**config.mk**
```make
export PLATFORM = sky130hd
export DESIGN_NAME = rar_queue
export DESIGN_NICKNAME = d
export VERILOG_FILES = /design/src/design/rar_pkg.sv /design/src/design/rar_queue.sv
export VERILOG_INCLUDE_DIRS = /design/src /design/src/design
export SDC_FILE = /design/constraint.sdc
export NUM_CORES = 1
export LEC_CHECK = 0
export ABC_AREA = 1
export BUFFER_PORTS_ARGS = -buffer_cell sky130_fd_sc_hd__buf_2
export CAP_MARGIN = 5
export CORE_ASPECT_RATIO = 0.7
export CORE_MARGIN = 2
export CORE_UTILIZATION = 46
export DETAILED_ROUTE_END_ITERATION = 8
export MAX_ROUTING_LAYER = met4
export PLACE_DENSITY_LB_ADDON = 0.3
export SKIP_CTS_REPAIR_TIMING = 1
export SYNTH_ARGS = -nofsm -noshare
export SYNTH_HDL_FRONTEND = slang
export SYNTH_SLANG_ARGS = --single-unit
```
**constraint.sdc**
```tcl
create_clock -name clk_i -period 7.2 [get_ports clk_i]
set_clock_uncertainty 0.1 [all_clocks]
set_input_delay 1.8 -clock clk_i [delete_from_list [all_inputs] [get_ports clk_i]]
set_output_delay 1.8 -clock clk_i [all_outputs]
set_load 0.005 [all_outputs]
```
**src/design/assert_macros.svh**
```systemverilog
// Assertion macros shared by the RTL.
`ifndef ASSERT_MACROS_SVH
`define ASSERT_MACROS_SVH
`ifndef NO_ASSERTIONS
// Property must hold at every clock edge outside reset.
`define RAR_ASSERT(label, clk, rst_n, prop) \
  label: assert property (@(posedge clk) disable iff (!rst_n) (prop)) \
    else $error("assertion failed");
// Expression must never be true outside reset.
`define RAR_NEVER(label, clk, rst_n, expr) \
  label: assert property (@(posedge clk) disable iff (!rst_n) !(expr)) \
    else $error("forbidden condition seen");
`else
`define RAR_ASSERT(label, clk, rst_n, prop)
`define RAR_NEVER(label, clk, rst_n, expr)
`endif
`endif

```
**src/design/rar_pkg.sv**
```systemverilog
`default_nettype none
package rar_pkg;

  localparam int unsigned DefWidth = 32;
  localparam int unsigned MagW     = 64;

  localparam logic [1:0] MODE_ADD = 2'd0;
  localparam logic [1:0] MODE_SUB = 2'd1;
  localparam logic [1:0] MODE_MUL = 2'd2;
  localparam logic [1:0] MODE_DIV = 2'd3;

  localparam logic [1:0] STATUS_OK       = 2'd0;
  localparam logic [1:0] STATUS_ZERO_DEN = 2'd1;
  localparam logic [1:0] STATUS_OVERFLOW = 2'd2;

  typedef struct packed {
    logic [1:0]         mode;
    logic signed [31:0] a_num;
    logic signed [31:0] a_den;
    logic signed [31:0] b_num;
    logic signed [31:0] b_den;
  } in_req_t;

  typedef struct packed {
    logic signed [31:0] res_num;
    logic signed [31:0] res_den;
    logic [1:0]         status;
  } out_req_t;

  // Unreduced fraction in sign/magnitude form.
  typedef struct packed {
    logic            n_neg;
    logic [MagW-1:0] n_mag;
    logic            d_neg;
    logic [MagW-1:0] d_mag;
  } work_t;

  typedef struct packed {
    logic full;
    logic empty;
  } q_stat_t;

endpackage
`default_nettype wire

```
**src/design/rar_queue.sv**
```systemverilog
`default_nettype none
`include "assert_macros.svh"
module rar_queue (
  input  wire logic             clk_i,
  input  wire logic             rst_ni,
  input  wire logic             push_i,
  input  wire rar_pkg::work_t   data_i,
  input  wire logic             pop_i,
  output rar_pkg::work_t        data_o,
  output rar_pkg::q_stat_t      stat_o
);
  import rar_pkg::*;

  work_t      mem_q [2];
  logic       wr_q, rd_q;
  logic [1:0] cnt_q;
  logic       do_push, do_pop;

  assign stat_o.full  = (cnt_q == 2'd2);
  assign stat_o.empty = (cnt_q == 2'd0);
  assign do_push = push_i && !stat_o.full;
  assign do_pop  = pop_i && !stat_o.empty;
  assign data_o  = mem_q[rd_q];

  always_ff @(posedge clk_i or negedge rst_ni) begin
    if (!rst_ni) begin
      wr_q  <= 1'b0;
      rd_q  <= 1'b0;
      cnt_q <= 2'd0;
    end else begin
      if (do_push) wr_q <= !wr_q;
      if (do_pop)  rd_q <= !rd_q;
      cnt_q <= cnt_q + {1'b0, do_push} - {1'b0, do_pop};
    end
  end

  always_ff @(posedge clk_i) begin
    if (do_push) mem_q[wr_q] <= data_i;
  end

  `RAR_NEVER(a_cnt_range, clk_i, rst_ni, cnt_q == 2'd3)
  `RAR_NEVER(a_push_full, clk_i, rst_ni, push_i && stat_o.full)
  `RAR_ASSERT(a_ptr_cnt, clk_i, rst_ni, (cnt_q == 2'd1) == (wr_q != rd_q))

endmodule
`default_nettype wire

```
Yosys cells after proc, flatten, opt, wreduce, memory -nomap -nowiden
Memory sizes are Yosys's and may differ from the RTL's.
Index checks and enable logic that the tools add are counted.
{ "word_totals": {"ram_bits": 260, "out_inout_bits": 132, "regBits": 4, "memories": 1} }
{ "classes": {"n_eq_ne": 1, "reduce_logical": 7, "muxes": 2, "addsub": 2} }
{ "memory_table": {"columns": ["name", "words", "word_bits", "rd", "rd_ports_with_merged_regs", "wr", "line_no", "rtl"], "rows": [
  ["mem_q", 2, 130, 1, 0, 1, "rar_queue.sv:14", "work_t mem_q [2];"]
]} }
{ "ops": {"columns": ["cell", "count"], "rows": [
  ["logical NOT 1 bit", 4],
  ["adder 2 x 1 -> 2 bit", 1],
  ["== test 2 bit (second input constant)", 1],
  ["logical AND 1 bit", 2],
  ["logical NOT 2 bit", 1],
  ["two-way mux 1 bit", 2],
  ["subtractor 2 x 1 -> 2 bit", 1]
]} }

Depth between registers and ports, before layout
Gate-level depths: netlist (run 1).
{ "depth": {"ltp_word": 5, "mapped_depth": 10} }

Least setup slack after synthesis (run 1)
OpenSTA, ideal clock, no wires.
{ "synth_path": {"path_kind": "input port to flip-flop", "from": "input port push_i", "to": "memory mem_q[1][0] (netlist bit), enable pin", "path_buffers": 0, "stages": 2, "setup_slack_ns": -0.805, "arrival_time_ns": 7.285, "setup_time_ns": 0.620, "required_time_ns": 6.480, "cell_sequence": "nand2_1 -> nor2_1"} }
{ "synth_between": {"elab_chain_len": 3} }
{ "synth_rtl": {"columns": ["element", "line_no", "rtl"], "rows": [
  ["start, declared", "rar_queue.sv:6", "input wire logic push_i,"],
  ["logical AND 1 bit", "rar_queue.sv:21", "assign do_push = push_i && !stat_o.full;"],
  ["two-way mux 1 bit", "rar_queue.sv:38", "if (do_push) mem_q[wr_q] <= data_i;"],
  ["two-way mux 1 bit (not written as such)", "rar_queue.sv:38", null],
  ["end, declared", "rar_queue.sv:14", null]
]} }
No other way between the ends.

==> flow_metrics.py, run 1 <==
metrics = {
    "hold_path": {
        "hold_class": "flip-flop to flip-flop",
    },
    "cts": {
        "numCtsBuffers": 26,
        "path_clk_slew_ns": 0.06,
        "worstSkewPairLatency_ns": 0.51,
        "clockBufferDepth": 3,
        "numClockSinks": 264,
        "root_buffer": "clkbuf_16",
        "cts_tree": "done",
        "h-tree-depth": 1,
    },
    "floorplan": {
        "core-area_sq_um": 20800,
        "die_area_sq_um": 22400,
        "chipWidth_microns": 178,
        "row_count": 44,
        "die_h_microns": 126,
        "ios": 266,
        "initial_utilization_pct": 46.9,
    },
    "layout": {
        "final_nets": 1119,
        "fin_cells": 1278,
        "area_growth_pct": 23.6,
        "nFillCells": 1658,
        "fin_util_pct": 58.0,
        "final_common_cell": "nand2_1",
        "drive_gt1_share_pct": 30.6,
        "final_cell_mix": "nand2_1, buf_2, edfxtp_1, clkbuf_16, inv_1",
    },
    "power": {
        "ir_worst_vdd_mv": 0.258,
        "power_mw": 4.82,
        "cellLeakagePower_nw": 5.22,
        "power_density_nw_per_um2": 400,
    },
    "timing": {
        "rsz0062_at_grt": "no",
        "relSlewSlack_pct": 30.7,
        "finalMaxSlewViolations": 0,
        "setup_viol": 0,
        "finalSetupTns_ns": 0,
        "hold_viol_final": 0,
        "period_minus_slack_ns": 4.91,
        "worst_slew_pin_slew_ns": 1.04,
        "clock.fmax_mhz": 204,
        "period_share_pct": 68.2,
    },
    "global_route": {
        "grt.overflow.total": 0,
        "grt_max_degree": 79,
        "grt_pass1_wl_microns": 29400,
        "antenna_found_initial": 2,
        "grt_usage_pct": 17.4,
        "grt_pass1_vias": 5631,
    },
    "place": {
        "placed_cells": 1231,
        "gp_congestion": 0.775,
        "place.port_buffers": 265,
        "dp_hpwl_microns": 12200,
    },
    "flow_run": {
        "drv_cap": 0,
    },
    "logic_synthesis": {
        "netlist_area_sq_um": 9740,
        "synth_area_leader_cell": "edfxtp_1",
        "yosysTopAreaCellShare_pct": 80.1,
        "synth-warning-count": 0,
        "syn_inst": 713,
        "ys_types": 11,
        "syn_avg_cell_area_sq_um": 13.7,
        "netlist_top_cells_area": "edfxtp_1, nand2_1, buf_6",
        "syn_nets": 849,
        "ys_ff_latch": 264,
        "ys_seq_area_share_pct": 81.2,
    },
    "critical_path": {
        "crit_fanout": 67,
        "arrival_ns": 3.01,
        "critPathKind": "flip-flop to output port",
        "startpoint_type": "flip-flop",
        "end_kind": "output port",
        "crit_required_ns": 5.30,
    },
    "drt": {
        "initialDrtViolationCount": 428,
        "routed-via-count": 5956,
        "vias_per_cell": 4.66,
        "dr.pass1.iters": 4,
        "drc": 0,
        "ant_nets": 0,
        "avgRoutedWirePerCell_microns": 15.2,
        "finalWirelength_microns": 19400,
    },
    "status": {
        "outcome": "finished clean",
    },
}
## power by group
group,internal [mW],switching (mW)
logic,0.471,0.866
clock network,0.747,0.516
registers,2.10,0.119
## final cells by class
cell class                 instances  area (sq um)  area share (%)
multi-input combinational        409          1560            13.0
tap                              276           345            2.87
clock buffer                      32           694            5.77
inverter                          11          46.3           0.384
antenna                            3          7.51          0.0624
timing repair buffer             271          1370            11.4
clock inverter                    12           100           0.831
sequential                       264          7910            65.7
## cells by family after synthesis
family / Yosys count / synth area share, %
adder cells (fa/ha/maj): 2 / 0.257
AND/OR/NAND/NOR: 407 / 15.7
flip-flops: 264 / 81.2
buffers and inverters: 40 / 2.86
## Yosys cell counts
cell type  count
nand2_1      403
nand3_1        3
ha_1           2
buf_4         11
inv_4          1
inv_1         10
dfrtp_1        4
buf_6         10
buf_2          8
edfxtp_1     260
nor2_1         1
## per-stage QoR
step / hold WS, ns / worst slack, ns / area, sq um
floorplan: 0.342 / 1.39 / 9750
global placement: 0.357 / 2.83 / 11200
detailed placement: 0.365 / 2.81 / 11200
CTS: 0.379 / 2.23 / 12000
global route: 0.417 / 2.06 / 12000
finish: 0.378 / 2.29 / 12000
## per-layer routing
metal / track usage [%] / vias to the layer above / share of wire (%)
met5: - / - / 0
met2: 25.6 / 252 / 45
met3: 6.16 / 35 / 11
met1: 23.7 / 2730 / 43
li1: - / 2939 / -
met4: 3.47 / 0 / 1.6
## state kept, by name (all words and copies together), names as in the netlist
| signal | cells |
|---|---|
| mem_q | 260 |
| wr_q | 1 |
| cnt_q | 2 |
| rd_q | 1 |
## path summary, 6_finish.rpt
kind | from | slack (ns) | cells past startpoint | end
setup / recovery | rd_q$_DFFE_PN0P_ | 2.29 | 5 | data_o[42]
hold reg to reg | wr_q$_DFFE_PN0P_ | 0.38 | 2 | wr_q$_DFFE_PN0P_
min in group asynchronous | rst_ni | 0.99 | 1 | rd_q$_DFFE_PN0P_
max in group asynchronous | rst_ni | 5.86 | 1 | rd_q$_DFFE_PN0P_
hold / removal | wr_q$_DFFE_PN0P_ | 0.38 | 2 | wr_q$_DFFE_PN0P_
setup reg to reg | rd_q$_DFFE_PN0P_ | 4.66 | 4 | rd_q$_DFFE_PN0P_
## worst max-delay path, stage by stage (launching register included)
cell     delay [ns]
dfrtp_4        0.73
inv_4          0.61
buf_4          0.71
nand2_1        0.14
nand2_1        0.11
buf_2          0.12
Note: power is estimated with default switching activity, not from simulation.
==> run 2, diff against run 1 <==
Clock period 7.2 ns to 4.5 ns, I/O delays scaled along.
==> run 2 against run 1 <==
  * Global-route usage grew 0.092 points
  * Critical path type unchanged
  * Sequential power grew 56%
  * First-iteration DRC count grew 5.4%
  * Hold slack lost 0.065 ns
  * Power grew 62%
  * Count of clock-buffer cells in the layout shrank 2
  * Critical endpoint is now data_o[65]
==> flow_metrics.py, run 2 (synthesized netlist as in run 1, its figures left out) <==
metrics = {
    "place": {
        "place.port_buffers": 265,
        "gp_congestion": 0.796,
        "dp_hpwl_microns": 12400,
    },
    "cts": {
        "h-tree-depth": 1,
        "path_clk_slew_ns": 0.06,
        "cts_tree": "done",
        "numCtsBuffers": 26,
        "numClockSinks": 264,
        "clockBufferDepth": 3,
        "root_buffer": "clkbuf_16",
        "worstSkewPairLatency_ns": 0.51,
    },
    "status": {
        "outcome": "finished clean",
    },
    "layout": {
        "nFillCells": 1656,
        "drive_gt1_share_pct": 31.5,
        "final_nets": 1121,
        "regMostFlops": "mem_q",
        "area_growth_pct": 24.5,
        "final_common_cell": "nand2_1",
        "seqCellArea_sq_um": 7910,
        "largest_reg_flops": 260,
        "final_cell_mix": "nand2_1, buf_2, edfxtp_1, clkbuf_16, clkinv_2",
        "multi_input_area_sq_um": 1560,
        "largestRegisters": "mem_q: 260 flops, cnt_q: 2 flops",
    },
    "global_route": {
        "grt_pass1_wl_microns": 29500,
        "grt.overflow.total": 0,
        "grt_max_degree": 88,
        "grt_pass1_vias": 5519,
        "grt_usage_pct": 17.5,
        "antenna_found_initial": 7,
    },
    "floorplan": {
        "chipWidth_microns": 178,
        "initial_utilization_pct": 46.9,
        "ios": 266,
        "row_count": 44,
        "die_h_microns": 126,
        "die_area_sq_um": 22400,
        "core-area_sq_um": 20800,
    },
    "drt": {
        "routed-via-count": 5981,
        "vias_per_cell": 4.64,
        "dr.pass1.iters": 4,
        "ant_nets": 0,
        "drc": 0,
        "initialDrtViolationCount": 451,
        "avgRoutedWirePerCell_microns": 15.1,
        "finalWirelength_microns": 19500,
    },
    "critical_path": {
        "startpoint_type": "flip-flop",
        "crit_fanout": 65,
        "crit_required_ns": 3.27,
        "end_kind": "output port",
        "critPathKind": "flip-flop to output port",
        "arrival_ns": 2.20,
    },
    "timing": {
        "relSlewSlack_pct": 35.6,
        "worst_slew_pin_slew_ns": 0.966,
        "finalSetupTns_ns": 0,
        "hold_viol_final": 0,
        "clock.fmax_mhz": 292,
        "period_minus_slack_ns": 3.42,
        "setup_viol": 0,
        "finalMaxSlewViolations": 0,
        "rsz0062_at_grt": "no",
        "period_share_pct": 76.0,
    },
    "power": {
        "power_mw": 7.79,
        "cellLeakagePower_nw": 5.26,
        "ir_worst_vdd_mv": 0.487,
        "power_density_nw_per_um2": 642,
    },
    "flow_run": {
        "drv_cap": 0,
    },
    "hold_path": {
        "hold_class": "input pin to asynchronous set/reset pin",
    },
}
-- run 2: cell count changes in the layout (fill, tap and decap cells not counted) --
cell      previous run  this run
clkinv_1             8         5
diode_2              3         9
clkinv_2             2        10
inv_6                0         1
buf_12               0         2
clkbuf_1             5         3
-- run 2: power breakdown --
group / internal (mW) / switching [mW] / total [mW]
clock: 1.21 / 0.865 / 2.07
combinational: 0.783 / 1.46 / 2.24
sequential: 3.36 / 0.117 / 3.47
-- run 2: routing by layer --
layer	vias to the layer above	GRT usage, %	wire [microns]
li1	2955	-	-
met1	2770	24.6	8880
met2	234	25.4	8340
met3	22	5.43	1990
met4	0	3.57	297
met5	-	-	0
-- run 2: area by class of cell --
type	instances	area share, %
multi-input cells	409	12.9
repair buffers	273	11.6
flip-flops and latches	264	65.2
clock inverters	18	1.14
clock buffers	30	5.67
inverters	11	0.382
diodes	9	0.186
well taps	276	2.85
-- run 2: worst max-delay path, stage by stage, from the launching register on --
cell     delay (ns)
dfrtp_4        0.49
inv_4          0.51
buf_12         0.30
nand2_1        0.08
nand2_1        0.11
buf_2          0.13
-- run 2: worst paths after layout --
path | to | slack [ns] | depth (start not counted) | start
max | data_o[65] | 1.08 | 5 | rd_q$_DFFE_PN0P_
min | wr_q$_DFFE_PN0P_ | 0.31 | 1 | rst_ni
max reg2reg | mem_q[0][90]$_DFFE_PP_ | 2.32 | 4 | cnt_q[1]$_DFF_PN0_
min reg2reg | wr_q$_DFFE_PN0P_ | 0.37 | 2 | wr_q$_DFFE_PN0P_
max in group asynchronous | rd_q$_DFFE_PN0P_ | 3.84 | 1 | rst_ni
min in group clk_i | wr_q$_DFFE_PN0P_ | 0.37 | 2 | wr_q$_DFFE_PN0P_
-- run 2: per-stage QoR --
stage | area (sq um) | hold slack [ns] | utilization (%) | std cells | worst slack [ns]
2_1_floorplan | 9750 | 0.342 | - | 713 | 0.179
3_3_place_gp | 11300 | 0.358 | 54.3 | 1233 | 1.61
3_5_place_dp | 11300 | 0.361 | 54.3 | 1233 | 1.59
4_1_cts | 12100 | 0.296 | 58.3 | 1281 | 1.04
5_1_grt | 12100 | 0.292 | 58.4 | 1288 | 0.932
6_report | 12100 | 0.313 | 58.4 | 1290 | 1.08
