**src/design/assert_macros.svh**
```systemverilog
// Assertion macros shared by the RTL.
`ifndef ASSERT_MACROS_SVH
`define ASSERT_MACROS_SVH
`ifndef NO_ASSERTIONS
// Property must hold at every clock edge outside reset.
`define RAR_ASSERT(label, clk, rst_n, prop) \
  label: assert property (@(posedge clk) disable iff (!rst_n) (prop)) \
    else $error("assertion failed");
// Expression must never be true outside reset.
`define RAR_NEVER(label, clk, rst_n, expr) \
  label: assert property (@(posedge clk) disable iff (!rst_n) !(expr)) \
    else $error("forbidden condition seen");
`else
`define RAR_ASSERT(label, clk, rst_n, prop)
`define RAR_NEVER(label, clk, rst_n, expr)
`endif
`endif

```
**src/design/rar_pkg.sv**
```systemverilog
`default_nettype none
package rar_pkg;

  localparam int unsigned DefWidth = 32;
  localparam int unsigned MagW     = 64;

  localparam logic [1:0] MODE_ADD = 2'd0;
  localparam logic [1:0] MODE_SUB = 2'd1;
  localparam logic [1:0] MODE_MUL = 2'd2;
  localparam logic [1:0] MODE_DIV = 2'd3;

  localparam logic [1:0] STATUS_OK       = 2'd0;
  localparam logic [1:0] STATUS_ZERO_DEN = 2'd1;
  localparam logic [1:0] STATUS_OVERFLOW = 2'd2;

  typedef struct packed {
    logic [1:0]         mode;
    logic signed [31:0] a_num;
    logic signed [31:0] a_den;
    logic signed [31:0] b_num;
    logic signed [31:0] b_den;
  } in_req_t;

  typedef struct packed {
    logic signed [31:0] res_num;
    logic signed [31:0] res_den;
    logic [1:0]         status;
  } out_req_t;

  // Unreduced fraction in sign/magnitude form.
  typedef struct packed {
    logic            n_neg;
    logic [MagW-1:0] n_mag;
    logic            d_neg;
    logic [MagW-1:0] d_mag;
  } work_t;

  typedef struct packed {
    logic full;
    logic empty;
  } q_stat_t;

endpackage
`default_nettype wire

```
**src/design/rar_front.sv**
```systemverilog
`default_nettype none
module rar_front #(
  parameter int unsigned WIDTH = rar_pkg::DefWidth
) (
  input  wire logic            clk_i,
  input  wire logic            rst_ni,
  input  wire logic            push_i,
  input  wire rar_pkg::in_req_t req_i,
  output logic                 full_o,
  input  wire rar_pkg::q_stat_t q_stat_i,
  output logic                 q_push_o,
  output rar_pkg::work_t       q_data_o
);
  import rar_pkg::*;

  typedef enum logic [2:0] {F_IDLE, F_P0, F_P1, F_P2, F_SUM} fstate_e;

  localparam logic [31:0] WMask = 32'((64'd1 << WIDTH) - 64'd1);

  fstate_e state_q, state_d;

  logic [1:0]  mode_q;
  logic        an_neg_q, ad_neg_q, bn_neg_q, bd_neg_q;
  logic [31:0] an_mag_q, ad_mag_q, bn_mag_q, bd_mag_q;
  logic        p0_neg_q, p1_neg_q, pd_neg_q;
  logic [MagW-1:0] p0_mag_q, p1_mag_q, pd_mag_q;

  logic [31:0]     mul_a, mul_b;
  logic            sgn_a, sgn_b;
  logic [MagW-1:0] prod;
  logic            prod_neg;
  logic            accept;

  function automatic logic [32:0] decode(input logic [31:0] raw);
    logic [31:0] x;
    logic        neg;
    x   = raw & WMask;
    neg = x[WIDTH-1];
    return {neg, neg ? ((~x + 32'd1) & WMask) : x};
  endfunction

  assign accept = push_i && !full_o;
  assign full_o = (state_q != F_IDLE);

  // one shared multiplier, operands picked by step
  always_comb begin
    mul_a = an_mag_q; mul_b = bd_mag_q; sgn_a = an_neg_q; sgn_b = bd_neg_q;
    case (state_q)
      F_P0: begin
        if (mode_q == MODE_MUL) begin
          mul_b = bn_mag_q; sgn_b = bn_neg_q;
        end
      end
      F_P1: begin
        mul_a = bn_mag_q; sgn_a = bn_neg_q; mul_b = ad_mag_q; sgn_b = ad_neg_q;
      end
      F_P2: begin
        mul_a = ad_mag_q; sgn_a = ad_neg_q;
        if (mode_q == MODE_DIV) begin
          mul_b = bn_mag_q; sgn_b = bn_neg_q;
        end
      end
      default: ;
    endcase
    prod     = {32'd0, mul_a} * {32'd0, mul_b};
    prod_neg = (prod != '0) && (sgn_a ^ sgn_b);
  end

  // numerator combine (add/sub) in sign/magnitude
  always_comb begin
    q_data_o.d_neg = pd_neg_q;
    q_data_o.d_mag = pd_mag_q;
    q_data_o.n_neg = p0_neg_q;
    q_data_o.n_mag = p0_mag_q;
    if (mode_q == MODE_ADD || mode_q == MODE_SUB) begin
      if (p0_neg_q == p1_neg_q) begin
        q_data_o.n_mag = p0_mag_q + p1_mag_q;
      end else if (p0_mag_q >= p1_mag_q) begin
        q_data_o.n_mag = p0_mag_q - p1_mag_q;
      end else begin
        q_data_o.n_mag = p1_mag_q - p0_mag_q;
        q_data_o.n_neg = p1_neg_q;
      end
      if (q_data_o.n_mag == '0) begin
        q_data_o.n_neg = 1'b0;
      end
    end
  end

  assign q_push_o = (state_q == F_SUM) && !q_stat_i.full;

  always_comb begin
    state_d = state_q;
    case (state_q)
      F_IDLE: if (accept) state_d = F_P0;
      F_P0: begin
        state_d = (mode_q == MODE_ADD || mode_q == MODE_SUB) ? F_P1 : F_P2;
      end
      F_P1: state_d = F_P2;
      F_P2: state_d = F_SUM;
      F_SUM: if (q_push_o) state_d = F_IDLE;
      default: state_d = F_IDLE;
    endcase
  end

  always_ff @(posedge clk_i or negedge rst_ni) begin
    if (!rst_ni) begin
      state_q <= F_IDLE;
    end else begin
      state_q <= state_d;
    end
  end

  always_ff @(posedge clk_i) begin
    if (accept) begin
      mode_q               <= req_i.mode;
      {an_neg_q, an_mag_q} <= decode(req_i.a_num);
      {ad_neg_q, ad_mag_q} <= decode(req_i.a_den);
      {bn_neg_q, bn_mag_q} <= decode(req_i.b_num);
      {bd_neg_q, bd_mag_q} <= decode(req_i.b_den);
    end
    case (state_q)
      F_P0: begin
        p0_mag_q <= prod; p0_neg_q <= prod_neg;
      end
      F_P1: begin
        p1_mag_q <= prod;
        p1_neg_q <= (mode_q == MODE_SUB) ? ((prod != '0) && !prod_neg) : prod_neg;
      end
      F_P2: begin
        pd_mag_q <= prod; pd_neg_q <= prod_neg;
      end
      default: ;
    endcase
  end

endmodule
`default_nettype wire

```
**config.mk**
```make
export PLATFORM = sky130hd
export DESIGN_NAME = rar_front
export DESIGN_NICKNAME = d
export VERILOG_FILES = /design/src/design/assert_macros.svh /design/src/design/rar_pkg.sv /design/src/design/rar_front.sv
export SDC_FILE = /design/constraint.sdc
export NUM_CORES = 2
export LEC_CHECK = 0
export ABC_AREA = 1
export BUFFER_PORTS_ARGS = -buffer_cell sky130_fd_sc_hd__buf_2
export CORE_UTILIZATION = 38
export CTS_BUF_LIST = sky130_fd_sc_hd__clkbuf_16
export CTS_CLUSTER_SIZE = 8
export DETAILED_ROUTE_END_ITERATION = 10
export GPL_TIMING_DRIVEN = 0
export HOLD_SLACK_MARGIN = 0.06
export SLEW_MARGIN = 20
export SYNTH_ARGS = -nofsm -noshare
export SYNTH_HDL_FRONTEND = slang
export SYNTH_SLANG_ARGS = --single-unit
```
**constraint.sdc**
```tcl
create_clock -name clk_i -period 12.9 [get_ports clk_i]
set_input_delay 1.29 -clock clk_i [delete_from_list [all_inputs] [get_ports clk_i]]
set_output_delay 1.29 -clock clk_i [all_outputs]
set_load 0.02 [all_outputs]
```
# Word-level counts from Yosys, hierarchy flattened
# Cells that the tools add are included.
# W data, S select, Z words.
# word_totals
ram_bits,0
word_cells,82
input_bits,135
n_memories,0
output_inout_bits,132
latchBits,0
register_bits,332
rom_bits,0
# op_classes
n_reduce_logical,14
shifts,0
addsub,7
div,0
multipliers,1
magnitude_cmp,1
n_bitwise,5
muxes,24
n_eq_ne,10
# op_table
cell,n
$mux W64,3
$add A32 B1 Y32 const B,4
$not A32 Y32,4
$sub A64 B64 Y64,2
$mux W31,4
$pmux W32 S3,1
$mux W65,1
$add A64 B64 Y64,1
$ge A64 B64 Y1,1
$logic_not A64 Y1,1
$mul A32 B32 Y64,1
$mux W32,2
$pmux W32 S2,1
$reduce_bool A64 Y1,1
$pmux W3 S5,1
$mux W1,7
$eq A3 B2 Y1 const B,2
$mux W3,2
$eq A2 B2 Y1 const B,2
$logic_and A1 B1 Y1,4
$ne A2 B2 Y1 const B,2
$eq A3 B1 Y1 const B,1
$eq A3 B3 Y1 const B,1
$logic_not A1 Y1,3
other kinds (10),10

# Longest topological paths before layout
# depth
word_depth,9
depth_mapped,47

# Least setup slack after synthesis
# Ideal clock, no wire load.
# synth_timing
path_kind,reg-to-reg
from,register state_q[2]
to,register p0_neg_q (data pin)
setup_ns,0.252
synth_period_minus_slack_ns,11.446
stages_incl_launch_ff,42
required_time_ns,12.648
path_slack_ns,1.454
arrival_time_ns,11.194
path_cell_list,dfrtp_1 > nor2_1 > inv_1 > nor2_1 > inv_1 > buf_2 > buf_1 > o211ai_1 > clkbuf_1 > nand2_1 > fa_1 > inv_1 > fa_1 > inv_1 > fa_1 > inv_1 > fa_1 > fa_1 > (+6 left out) > nand2_1 > nor2_1 > inv_1 > nor2_1 > inv_1 > nor3_1 > nand3_1 > nand3_1 > nand2_1 > nand2_1 > xor2_1 > nand2_1 > nor2_1 > nand3_1 > nor2_1 > nand3_1 > nand2_1 > inv_1
# synth_between
elab_chain_len,5
word_cells_on_any_way,11
# synth_rtl
element,line_no,source
start: declaration,rar_front.sv:20,"fstate_e state_q, state_d;"
start signal: assignment,rar_front.sv:110,state_q <= state_d;
$eq A3 B2 Y1 or $eq A3 B1 Y1 (tied branches),rar_front.sv:48,case (state_q)
$pmux W32 S3 or $pmux W32 S2 (tied branches),rar_front.sv:48,
$mul A32 B32 Y64,rar_front.sv:65,"prod = {32'd0, mul_a} * {32'd0, mul_b};"
$reduce_bool A64 Y1,rar_front.sv:66,prod_neg = (prod != '0) && (sgn_a ^ sgn_b);
$logic_and A1 B1 Y1 *,rar_front.sv:66,
via prod_neg,rar_front.sv:31,logic prod_neg;
end signal: assignment,rar_front.sv:124,p0_mag_q <= prod; p0_neg_q <= prod_neg;
end: declaration,rar_front.sv:25,"logic p0_neg_q, p1_neg_q, pd_neg_q;"
# Mark *: on every way through the listed nets, which the timed path passes. The rest lies on a longest branch.
# A chain may end at the register's enable or synchronous reset.

# Worst setup path after layout
# layout_timing
from,register mode_q[1]
to,register p0_neg_q (data pin)
# layout_between
elab_chain_len,6
word_cells_on_any_way,12
# layout_rtl
element,line_no,source
start: declaration,rar_front.sv:22,logic [1:0] mode_q;
start signal: assignment,rar_front.sv:116,mode_q <= req_i.mode;
$eq A2 B2 Y1 (on tied branches),"rar_front.sv:59, rar_front.sv:50",
$mux W32 (on tied branches),"rar_front.sv:59, rar_front.sv:50",
$pmux W32 S3,rar_front.sv:48,
$mul A32 B32 Y64,rar_front.sv:65,
$reduce_bool A64 Y1,rar_front.sv:66,
$logic_and A1 B1 Y1 *,rar_front.sv:66,
via prod_neg,rar_front.sv:31,
# Marked as above.

==> reports/results.tsv <==
stage	metric	value	unit
synth	fraction of registers with async set/reset	0.904	%
synth	Main synth FF type	edfxtp_1	
die	Chip Width	424	um
synth	EDFF count, synth	329	
die	I/O pins	267	
sta	Max Clock Skew	54.5	ps
synth	sequential-to-total area share from yosys stat	14.7	%
finish	P&R area growth vs syn	9.25	%
die	die area	0.180	sq mm
hold_path	Hold WC Path Type	input pin to asynchronous set/reset pin	
global_routing	All-Layer GR Usage	35.9	%
clock_tree	clk_lat worst skew	650	ps
routing	Final ANT Viol Nets	0	
synth	Yosys cell types	56	
sta	Slew @ Worst Pin	1320	ps
routing	Routed WL	326	mm
die	initial core utilization	38.4	%
worst_setup_path	CP peak stage delay	1030	ps
worst_setup_path	cell family with most CP delay	adder cells	
worst_setup_path	required time of the critical path	13250	ps
clock_tree	Clock Tree Buf Depth	3	
clock_tree	clock sink total	332	
die	die height	424	um
synth	xor and xnor area share after synthesis	3.05	%
routing	Wirelength per Cell	26.1	um
worst_setup_path	Critical path buffers and inverters	8	
synth	Synth Area in Compound Gates	5.60	%
synth	YS warnings	0	
synth	largest family of logic cells by synthesized area	adder cells	
synth	cell count after synthesis	9758	
sta	fin crit share	100	%
global_routing	largest net degree at the start of global routing	49	
sta	Slew headroom	12.2	%
worst_setup_path	most used cell, CP	fa_1	
finish	Layout fillers	18900	
die	Core Footprint	0.177	sq mm
sta	Final min period	12960	ps
finish	nets	11600	
routing	DR vias/cell	5.26	
worst_setup_path	maximum fanout along the worst path	10	
synth	Post-Synth Adder-Cell Area	35.0	%
worst_setup_path	slowest library cell on the worst path	a221oi_4	
routing	DRT iter0 DRCs	6513	
synth	mux share of post-synthesis cell area	0.0295	%
synth	flops & latches, synth	332	
synth	simple-gate share of the synthesized area	25.6	%
global_routing	GRT overflow	0	
worst_setup_path	startpoint type of the worst setup path	flop	
sta	max-slew violations	0	
global_routing	first-pass GRT wire length	458	mm
clock_tree	CTS tree	yes	
finish	fraction of layout cells with a size suffix above 1	5.40	%
placed_design	routability cong.	1.12	
worst_setup_path	Reg2Reg Setup Slack	-60	ps
global_routing	number of global-route vias before repair	66000	
routing	vias	65700	
die	Std-Cell Rows	154	
clock_tree	H-tree levels	2	
sta	final hold violation count	0	
clock_tree	clk slew on worst S/H paths	50	ps
routing	DRC	0	
routing	first-pass detailed-route iteration total	6	
sta	post-route setup TNS	-143	ps
sta	Finish-stage setup viols	3	
worst_setup_path	Setup crit end kind	flop	
global_routing	antenna violations before repair	8	
placed_design	DPL Wire Length	278	mm
run	Max Cap Viol	0	
finish	final core utilization	41.9	%
outcome	status	complete, but fails checks	
synth	Synth Cell Area	0.0678	sq mm
synth	Syn Nets	11200	
sta	worst setup margin	-56.9	ps
sta	Post-Route Hold Slack	441	ps
placed_design	post-place setup slack	-423	ps
worst_setup_path	crit path kind	flop to flop	
synth	Mean Syn Cell Area	6.95	sq um
outcome	failing checks	negative setup slack	
worst_setup_path	crit path DAT	13310	ps
clock_tree	root buffer cell	clkbuf_16	
clock_tree	total CTS buffers	49	
sta	FMAX	77.2	MHz
placed_design	# port buffers	265	
-- cells in the final DEF, fill, tap and decap left out, types with 14 or more instances in the layout --
cell,count
buf_4,54
nor4_1,27
nor2_1,734
nand4_1,73
o21a_1,36
clkbuf_1,199
xnor2_1,73
buf_1,14
a21oi_1,303
o21ai_0,202
nand3_1,349
inv_1,2520
a21o_1,23
ha_1,457
nand2_1,2975
clkbuf_16,49
nor3_1,73
buf_2,309
clkbuf_2,18
nand2_2,20
xor2_1,163
fa_1,899
o211ai_1,30
o21bai_1,31
edfxtp_1,329
-- worst reg2reg max path, delay by kind of cell, from the launching register on --
family	cells	cell delay, ps
xor+xnor	1	190
compound gates	2	1530
flops	1	310
fa+ha+maj	9	4690
simple gates	15	3480
buf+inv	8	2500
-- synthesized netlist by cell type (all sizes together), types with 4 or more instances --
library cell     n  area (sq um)
edfxtp         329          9880
nor2           752          2910
nor4            27           169
nor3            83           462
a21boi           4          30.0
fa             899         18000
nand4           73           457
a221oi           8           101
ha             457          5720
a21o            23           173
nand2         3002         11400
a31oi           13          81.3
a21oi          306          1550
o211ai          30           225
inv           2521          9470
o21bai          31           233
or2             12          75.1
o31ai            7          52.6
xor2           163          1430
clkbuf         223           837
and2             4          25.0
xnor2           73           639
buf             95           576
nand3          350          1760
and3             4          25.0
o21ai          205          1030
nand3b          12          90.1
o21a            36           270
-- path summary, 6_finish.rpt --
kind                         endpoint       start  depth (start not counted)
min in group clk_i         state_q[2]  state_q[2]                          2
setup / recovery             p0_neg_q   mode_q[1]                         35
hold / removal             state_q[1]      rst_ni                          1
setup reg to reg             p0_neg_q   mode_q[1]                         35
hold reg to reg            state_q[2]  state_q[2]                          2
max in group asynchronous  state_q[0]      rst_ni                          1
-- metal layers --
layer  up-vias  GRT usage [%]  routed length [um]
met3       976           6.68               28500
met1     31900           41.3              118000
li1      29400              -                   -
met4         6           26.5               29200
met2      3405           59.7              150000
met5         -              0                  35
-- registers in the layout, indices dropped and copies added, names as in the netlist, 2 cells and up --
register,cells
p0_mag_q,64
p1_mag_q,64
pd_mag_q,64
ad_mag_q,32
an_mag_q,32
bd_mag_q,32
bn_mag_q,32
state_q,3
mode_q,2
-- through the flow --
step,std cells,cell area [sq um]
floorplan,9758,67800
global placement,12400,72100
detailed placement,12400,72500
CTS,12500,73900
global route,12500,74100
finish,12500,74100
-- cells by family (layout without fill, tap and decap cells) --
| family | count (synthesis) | count (layout) |
|---|---|---|
| AOI/OAI and AO/OA | 670 | 670 |
| muxes | 2 | 2 |
| adders and majority gates | 1356 | 1356 |
| buffers and inverters | 2842 | 3212 |
| DFF | 332 | 332 |
| other | 0 | 9 |
| xor gates and xnor gates | 236 | 236 |
| and+or+nand+nor | 4320 | 4320 |
-- final cells by class --
cell class                      instances  area (sq um)  share of cell area [%]
Inverter                             2524          9480                    12.8
Timing Repair Buffer                  303          1810                    2.44
Buffer                                317          1460                    1.97
Clock inverter                         19           150                   0.203
Clock buffer                           49          1230                    1.66
Sequential cell                       332          9950                    13.4
Antenna cell                            9          22.5                  0.0304
Multi-Input combinational cell       6584         47100                    63.5
Tap cell                             2340          2930                    3.95
-- timing repair --
| action | in CTS | in global routing |
|---|---|---|
| gates cloned | 0 | 0 |
| setup endpoints to repair | 3 | 3 |
| hold buffers | 0 | 0 |
| pin swaps | 1 | 7 |
| setup buffers | 2 | 12 |
| resized for setup | 2 | 35 |
Power is not shown: default switching activity piles up to over one toggle a cycle in this logic, so the estimate is an artifact.
