**config.mk**
```make
export PLATFORM = sky130hd
export DESIGN_NAME = rar_back
export DESIGN_NICKNAME = d
export VERILOG_FILES = /design/src/design/rar_pkg.sv /design/src/design/rar_back.sv
export VERILOG_INCLUDE_DIRS = /design/src /design/src/design
export SDC_FILE = /design/constraint.sdc
export NUM_CORES = 2
export LEC_CHECK = 0
export ABC_AREA = 1
export BUFFER_PORTS_ARGS = -buffer_cell sky130_fd_sc_hd__buf_2
export CAP_MARGIN = 15
export CORE_MARGIN = 5
export CORE_UTILIZATION = 50
export DETAILED_ROUTE_END_ITERATION = 10
export PLACE_DENSITY = 0.67
export REMOVE_ABC_BUFFERS = 1
export SLEW_MARGIN = 40
export SYNTH_ARGS = -nofsm -noshare
export SYNTH_HDL_FRONTEND = slang
export SYNTH_SLANG_ARGS = --single-unit
```
**constraint.sdc**
```tcl
create_clock -name clk_i -period 41.4 [get_ports clk_i]
set_input_delay 2.07 -clock clk_i [delete_from_list [all_inputs] [get_ports clk_i]]
set_output_delay 2.07 -clock clk_i [all_outputs]
set_load 0.02 [all_outputs]
```
**src/design/assert_macros.svh**
```systemverilog
// Assertion macros shared by the RTL.
`ifndef ASSERT_MACROS_SVH
`define ASSERT_MACROS_SVH
`ifndef NO_ASSERTIONS
// Property must hold at every clock edge outside reset.
`define RAR_ASSERT(label, clk, rst_n, prop) \
  label: assert property (@(posedge clk) disable iff (!rst_n) (prop)) \
    else $error("assertion failed");
// Expression must never be true outside reset.
`define RAR_NEVER(label, clk, rst_n, expr) \
  label: assert property (@(posedge clk) disable iff (!rst_n) !(expr)) \
    else $error("forbidden condition seen");
`else
`define RAR_ASSERT(label, clk, rst_n, prop)
`define RAR_NEVER(label, clk, rst_n, expr)
`endif
`endif

```
**src/design/rar_pkg.sv**
```systemverilog
`default_nettype none
package rar_pkg;

  localparam int unsigned DefWidth = 32;
  localparam int unsigned MagW     = 64;

  localparam logic [1:0] MODE_ADD = 2'd0;
  localparam logic [1:0] MODE_SUB = 2'd1;
  localparam logic [1:0] MODE_MUL = 2'd2;
  localparam logic [1:0] MODE_DIV = 2'd3;

  localparam logic [1:0] STATUS_OK       = 2'd0;
  localparam logic [1:0] STATUS_ZERO_DEN = 2'd1;
  localparam logic [1:0] STATUS_OVERFLOW = 2'd2;

  typedef struct packed {
    logic [1:0]         mode;
    logic signed [31:0] a_num;
    logic signed [31:0] a_den;
    logic signed [31:0] b_num;
    logic signed [31:0] b_den;
  } in_req_t;

  typedef struct packed {
    logic signed [31:0] res_num;
    logic signed [31:0] res_den;
    logic [1:0]         status;
  } out_req_t;

  // Unreduced fraction in sign/magnitude form.
  typedef struct packed {
    logic            n_neg;
    logic [MagW-1:0] n_mag;
    logic            d_neg;
    logic [MagW-1:0] d_mag;
  } work_t;

  typedef struct packed {
    logic full;
    logic empty;
  } q_stat_t;

endpackage
`default_nettype wire

```
**src/design/rar_back.sv**
```systemverilog
`default_nettype none
`include "assert_macros.svh"
module rar_back #(
  parameter int unsigned WIDTH = rar_pkg::DefWidth
) (
  input  wire logic             clk_i,
  input  wire logic             rst_ni,
  input  wire rar_pkg::q_stat_t q_stat_i,
  input  wire rar_pkg::work_t   q_data_i,
  output logic                  q_pop_o,
  output logic                  empty_o,
  input  wire logic             pop_i,
  output rar_pkg::out_req_t     rsp_o
);
  import rar_pkg::*;

  typedef enum logic [2:0] {B_IDLE, B_GCD, B_DIV, B_DONE} bstate_e;

  localparam logic [31:0]     WMask = 32'((64'd1 << WIDTH) - 64'd1);
  localparam logic [MagW-1:0] Half  = 64'd1 << (WIDTH - 1);

  bstate_e state_q, state_d;
  logic    res_valid_q;
  out_req_t res_q;

  logic            n_neg_q, d_neg_q, zden_q;
  logic [MagW-1:0] u_q, v_q, g_q, xn_q, xd_q, qn_q, qd_q;
  logic [MagW:0]   rn_q, rd_q;
  logic [6:0]      k_q;
  logic [5:0]      cnt_q;

  logic [MagW:0]   rn_sh, rd_sh;
  logic            rn_ge, rd_ge;
  logic            res_free;
  out_req_t        fin;

  assign res_free = !res_valid_q || pop_i;
  assign q_pop_o  = (state_q == B_IDLE) && !q_stat_i.empty;
  assign empty_o  = !res_valid_q;
  assign rsp_o    = res_q;

  // restoring divide step, numerator and denominator side by side
  assign rn_sh = {rn_q[MagW-1:0], xn_q[MagW-1]};
  assign rd_sh = {rd_q[MagW-1:0], xd_q[MagW-1]};
  assign rn_ge = rn_sh >= {1'b0, g_q};
  assign rd_ge = rd_sh >= {1'b0, g_q};

  function automatic logic [31:0] encode(input logic neg, input logic [MagW-1:0] mag);
    logic [MagW-1:0] w;
    logic [31:0]     lw;
    w  = neg ? (~mag + 64'd1) : mag;
    lw = w[31:0] & WMask;
    if (lw[WIDTH-1]) lw = lw | ~WMask;
    return lw;
  endfunction

  function automatic logic fits(input logic neg, input logic [MagW-1:0] mag);
    return neg ? (mag <= Half) : (mag < Half);
  endfunction

  always_comb begin
    fin.res_num = encode(n_neg_q, qn_q);
    fin.res_den = encode(d_neg_q, qd_q);
    fin.status  = (fits(n_neg_q, qn_q) && fits(d_neg_q, qd_q)) ? STATUS_OK
                                                                : STATUS_OVERFLOW;
    if (zden_q) begin
      fin.res_num = '0;
      fin.res_den = '0;
      fin.status  = STATUS_ZERO_DEN;
    end
  end

  always_comb begin
    state_d = state_q;
    case (state_q)
      B_IDLE: begin
        if (q_pop_o) state_d = (q_data_i.d_mag == '0) ? B_DONE : B_GCD;
      end
      B_GCD:  if (u_q == '0) state_d = B_DIV;
      B_DIV:  if (cnt_q == 6'd63) state_d = B_DONE;
      B_DONE: if (res_free) state_d = B_IDLE;
      default: state_d = B_IDLE;
    endcase
  end

  always_ff @(posedge clk_i or negedge rst_ni) begin
    if (!rst_ni) begin
      state_q     <= B_IDLE;
      res_valid_q <= 1'b0;
    end else begin
      state_q <= state_d;
      if (state_q == B_DONE && res_free) begin
        res_valid_q <= 1'b1;
      end else if (pop_i) begin
        res_valid_q <= 1'b0;
      end
    end
  end

  always_ff @(posedge clk_i) begin
    case (state_q)
      B_IDLE: begin
        if (q_pop_o) begin
          n_neg_q <= q_data_i.n_neg;
          d_neg_q <= q_data_i.d_neg;
          zden_q  <= (q_data_i.d_mag == '0);
          u_q     <= q_data_i.n_mag;
          v_q     <= q_data_i.d_mag;
          xn_q    <= q_data_i.n_mag;
          xd_q    <= q_data_i.d_mag;
          k_q     <= '0;
        end
      end
      B_GCD: begin
        // binary gcd, one step a cycle
        if (u_q == '0) begin
          g_q   <= v_q << k_q[5:0];
          rn_q  <= '0;
          rd_q  <= '0;
          cnt_q <= '0;
        end else if (!u_q[0] && !v_q[0]) begin
          u_q <= u_q >> 1; v_q <= v_q >> 1; k_q <= k_q + 7'd1;
        end else if (!u_q[0]) begin
          u_q <= u_q >> 1;
        end else if (!v_q[0]) begin
          v_q <= v_q >> 1;
        end else if (u_q >= v_q) begin
          u_q <= u_q - v_q;
        end else begin
          v_q <= v_q - u_q;
        end
      end
      B_DIV: begin
        rn_q  <= rn_ge ? (rn_sh - {1'b0, g_q}) : rn_sh;
        rd_q  <= rd_ge ? (rd_sh - {1'b0, g_q}) : rd_sh;
        qn_q  <= {qn_q[MagW-2:0], rn_ge};
        qd_q  <= {qd_q[MagW-2:0], rd_ge};
        xn_q  <= xn_q << 1;
        xd_q  <= xd_q << 1;
        cnt_q <= cnt_q + 6'd1;
      end
      B_DONE: begin
        if (res_free) res_q <= fin;
      end
      default: ;
    endcase
  end

  `RAR_NEVER(a_gcd_v_zero, clk_i, rst_ni, state_q == B_GCD && v_q == '0)
  `RAR_NEVER(a_k_range, clk_i, rst_ni, state_q == B_GCD && k_q > 7'd63)
  `RAR_ASSERT(a_zden_out, clk_i, rst_ni,
    (res_valid_q && res_q.status == STATUS_ZERO_DEN) |-> (res_q.res_num == '0))

endmodule
`default_nettype wire

```
Word-level counts from Yosys, hierarchy flattened
Index checks and enable logic that the tools add are counted.

Flip-flop bits (word level): 662. Bits in latches: 0. RAM bits: 0. Bits in read-only memories: 0. Output and inout port bits: 68. Memories: 0.

$add $sub $neg: 8. Multiply operators: 0. Divide/modulo/power cells: 0. $lt $le $gt $ge: 7. Equal/unequal tests: 14. Shifts and indexed selects: 1. Multiplexer cells: 40. Bitwise gates (word level): 2. Reduce and logical (&&, ||, !) cells: 27.

Operator list (count): $mux W64 (15); $pmux W64 S2 (6); $sub A64 B64 Y64 (4); $ge A65 B64 Y1 (2); $le A64 B32 Y1 const B (2); $logic_not A64 Y1 (2); $lt A64 B32 Y1 const B (2); $add A32 B1 Y32 const B (2); $ge A64 B64 Y1 (1); $mux W32 (2); $not A32 Y32 (2); $shl A64 B6 Y64 (1); $mux W7 (3); $pmux W7 S2 (1); $mux W3 (4); $ne A2 B2 Y1 const B (6); $ne A4 B4 Y1 const B (3); $pmux W3 S4 (1); $pmux W6 S2 (1); $reduce_and A4 Y1 (3); $reduce_and A2 Y1 (5); $reduce_and A5 Y1 (2); $reduce_bool A2 Y1 (4); $add A7 B1 Y7 const B (1); other kinds (13) (24).

Longest topological paths before layout
Depth in word-level cells: 7. Gate-level depth with buffers: 19.

Worst setup path after synthesis
Ideal clock, no wire load.

Kind: reg-to-reg. Start: register state_q[0]. End: register cnt_q[0] (enable). Library setup time: 0.812 ns. Arrival time: 13.548 ns. Required time: 40.588 ns. Slack: 27.039 ns. Stages on the path, launching flop included: 7. Path buffers: 2. Period minus slack after synthesis: 14.361 ns. Cell sequence: dfrtp_1 inv_1 ha_1 clkbuf_1 inv_1 clkbuf_1 o21ai_0.

Cells in the longest elaborated chain, start to end: 3. Elaborated cells on any way between the ends: 5. Those cells by class: eq/ne: 3; reduce/logical: 2.

Ends and longest elaborated chain: from (decl) (RTL line rar_back.sv:22) `bstate_e state_q, state_d;`; from (signal assigned) (RTL line rar_back.sv:91) `state_q <= state_d;`; $eq A3 B1 Y1 / $eq A3 B2 Y1 (equally long branches) (RTL line rar_back.sv:101) `case (state_q)`; $ne A2 B2 Y1 (no source line) / $reduce_bool A2 Y1 (equally long branches); $reduce_and A2 Y1 (no source line) (*); to (signal assigned) (RTL line rar_back.sv:140) `cnt_q <= cnt_q + 6'd1;`; to (decl) (RTL line rar_back.sv:30) `logic [5:0] cnt_q;`.

Mark *: on every way between the ends. The rest lies on a longest branch, timed or not. A chain may end at the register's enable or synchronous reset.

Worst setup path after layout
Start: input q_stat_i[0] (netlist name). End: output q_pop_o.

Cells in the longest elaborated chain, start to end: 2.

Ends and longest elaborated chain: from (decl) (RTL line rar_back.sv:8) `input wire rar_pkg::q_stat_t q_stat_i,`; $logic_not A1 Y1 (RTL line rar_back.sv:38) `assign q_pop_o = (state_q == B_IDLE) && !q_stat_i.empty;`; $logic_and A1 B1 Y1 (RTL line rar_back.sv:38); to (decl) (RTL line rar_back.sv:10) `output logic q_pop_o,`.

No other way between the ends.

==> metrics.md <==
| Metric | Value |
|---|---|
| Crit path DAT | around 3 ns |
| H-tree level count | 3 |
| Post-synthesis sequential area ratio | a little over a third |
| Hold depth | 0 |
| Cells along the critical path | buf_2, nor2_1, buf_2 |
| Rel. slew slack | between 30% and 40% |
| Die H | approximately 340 um |
| Area after DPL | ~0.057 mm^2 |
| Critical-path maximum fanout | 5 |
| Post-synthesis cell type count | 48 |
| Final Max Tran Viols | 0 |
| Residual DRC count | 0 |
| Post-synthesis register bit count | 660 |
| Nets | between 8,000 and 9,000 |
| F_max | 199 MHz |
| Fillers | roughly 11,000 |
| CTS tree | yes |
| Drt total wl | between 200 and 250 mm |
| Synthesized area per cell | 6.56 um^2 |
| Buffers and inverters on the worst path | 2 |
| Finished Cell Area | 0.0601 mm^2 |
| Combinational fraction of design power | around 1.2% |
| Synth warn | 0 |
| Worst Setup End Kind | output port |
| Mapped Cells | around 8,400 |
| 1st-iter DRT viols | between 5,000 and 6,000 |
| Core area | 0.109 mm^2 |
| Power Dens Cells | roughly 24 mW/mm^2 |
| Static Leak | roughly 29 nW |
| Pwr Total | about 1.4 mW |
| Area of the multi-input gates | slightly below 0.03 mm^2 |
| Post-CTS sizing | 0 |
| Endpoints failing hold | 0 |
| Async S/R FF share, synth | less than 1% |
| Fin crit share | 12.1% |
| Worst Path Required | 39.33 ns |
| Via Count | 55,124 |
| Num Clock Sinks | 660 |
| Fin crit period | approximately 5 ns |
| Clk slew on worst S/H paths | 0.06 ns |
| MaxCap Viol Count | 0 |
| Clock share of power | about half |
| WP depth | 3 |
| GR Overflow Total | 0 |
| Switch Pwr | roughly 0.32 mW |
| Hold Path Class | flip-flop to flip-flop |
| Slew @ Worst Pin | roughly 0.95 ns |
| Die width | 342 um |
| Later-pin clock latency in the skew report | approximately 0.69 ns |
| Ys flop type | edfxtp_1 |
| Routability cong. | ~1.0 |
| R2R setup slack | between 30 and 40 ns |
| Worst vdd ir | around 0.028 mV |
| Die area | ~0.12 mm^2 |
| Synth Cell Area | 0.0552 mm^2 |
| CP peak stage delay | 0.47 ns |
| FF-to-FF path depth | 19 |
| TritonRoute pass-1 iters | 6 |
| Slowest cell on crit path | nor2_1 |
| Setup CP Type | primary input to output port |
| Root Buffer | clkbuf_16 |
| RSZ-0062 raised after global routing | false |
| Detailed Place HPWL | around 170 mm |
| Starting Density | 50.5% |
| Setup repair bufs after CTS | 0 |
| Delay-heaviest family, CP | simple AND/OR/NAND/NOR gates |
| Routed WL per cell | ~22 um |
| Number of synthesized flops with an enable pin | around 660 |
| Vias in the first global route | 52,323 |
| Layout cells sized above 1 | under 10% |
| Final ANT Viol Nets | 0 |
| Top cell by count, worst path | buf_2 |
| GRT Overall Usage | a little over a third |
| Fin Clk Skew | 0.0339 ns |
| Global-route wire length before repair | approximately 320 mm |
| Clk buf depth | 3 |
| Internal power | ~1.1 mW |
| Final Hold Slack | roughly 0.44 ns |
| Vias per cell | around 5.5 |
| # hold bufs at CTS | 0 |
| Setup TNS | 0 ns |
| Reg area | approximately 0.020 mm^2 |
| Final setup violating endpoints | 0 |
| I/O Buffers | between 200 and 250 |
| Synth-to-Final Area Change | 8.86% |
| Antenna violations before repair | 6 |
| Row cnt | about 120 |
| Largest net degree at the start of global routing | 94 |
| # IOs | between 200 and 250 |
| Seq pwr share | 50.1% |
| Worst Setup Start Kind | primary input |
| Sw Ratio | approximately 22% |
| Number of buffers created by CTS | 78 |
| Status | finished clean |
## final timing paths
kind                              from          end
setup / recovery           q_stat_i[0]      q_pop_o
hold / removal                qd_q[55]     qd_q[56]
setup reg to reg                u_q[0]      u_q[13]
hold reg to reg               qd_q[55]     qd_q[56]
max in group asynchronous       rst_ni   state_q[1]
min in group asynchronous       rst_ni  res_valid_q
## final cells by class
| class | instances | area share (%) |
|---|---|---|
| repair buffers | 248 | 2.38 |
| inverters | 1365 | 8.56 |
| diodes | 4 | 0.0167 |
| clock buffers | 94 | 3.35 |
| clock inverters | 46 | 0.906 |
| flip-flops and latches | 660 | 33.0 |
| multi-input cells | 6128 | 48.7 |
| well taps | 1476 | 3.08 |
## logic make-up after synthesis
| group | after synthesis | synth area share, % |
|---|---|---|
| fa+ha+maj | 271 | 6.20 |
| buf+inv | 1615 | 11.2 |
| simple gates | 4638 | 33.8 |
| mux | 40 | 0.726 |
| compound gates | 1050 | 10.1 |
| flops | 660 | 35.9 |
| xor+xnor | 129 | 2.05 |
## synthesized netlist by cell type, types with 44 or more instances
| library cell | number | area share (%) |
|---|---|---|
| nand3b_1 | 44 | 0.60 |
| nor2_1 | 1047 | 7.1 |
| nor4_1 | 49 | 0.56 |
| o21ai_0 | 400 | 3.6 |
| buf_2 | 77 | 0.70 |
| a21oi_1 | 531 | 4.8 |
| edfxtp_1 | 657 | 36 |
| inv_1 | 1325 | 9.0 |
| nand4_1 | 92 | 1.0 |
| clkbuf_1 | 150 | 1.0 |
| ha_1 | 267 | 6.1 |
| nand2_1 | 2904 | 20 |
| nand3_1 | 360 | 3.3 |
| xor2_1 | 114 | 1.8 |
| nor3_1 | 77 | 0.70 |
| o21bai_1 | 66 | 0.90 |
## metal layers
layer	track usage [%]	vias to the layer above	share of wire (%)
met3	4.90	527	7.0
met2	58.0	2353	45
met5	0	-	0
met1	45.9	25460	41
li1	-	26784	-
met4	21.8	0	7.4
## flip-flops by register name, indices dropped and copies added, names as in the netlist, 2 cells and up
name     count
u_q         64
xn_q        64
cnt_q        6
rd_q        64
rsp_o       66
xd_q        64
g_q         64
k_q          6
v_q         64
qd_q        64
state_q      2
qn_q        64
rn_q        64
## worst register-to-register path: cells and delay by family, from the launching register on
family | cells | cell delay (ns)
simple gates | 12 | 1.72
buf+inv | 5 | 1.58
flops | 1 | 0.51
fa+ha+maj | 2 | 0.59
## cells in the final DEF, fill, tap and decap left out, drive strengths merged, types with 16 or more instances in the layout
master / instances
nand2: 2915
inv: 1363
nor2: 1057
edfxtp: 657
a21oi: 534
o21ai: 402
nand3: 361
ha: 267
buf: 248
xor2: 114
clkbuf: 94
nand4: 92
nor3: 81
o21bai: 66
nor4: 49
nand3b: 44
mux2i: 40
clkinv: 35
or2: 33
o211ai: 16
## through the flow
| stage | instances | util (%) | worst slack [ns] |
|---|---|---|---|
| floorplan | 8153 | - | 17.27 |
| global placement | 9874 | 52.6 | 36.12 |
| detailed placement | 9876 | 52.6 | 36.08 |
| CTS | 10016 | 55.0 | 36.39 |
| global route | 10017 | 55.0 | 36.30 |
| finish | 10021 | 55.0 | 36.38 |
## power groups by stage
stage,sequential [mW],clock [mW],combinational (mW)
floorplan,0.740,0,0.00508
global placement,0.740,0,0.0172
detailed placement,0.740,0,0.0176
CTS,0.725,0.713,0.0177
global route,0.725,0.739,0.0197
finish,0.725,0.705,0.0179
Power figures use the tool's default switching activity.
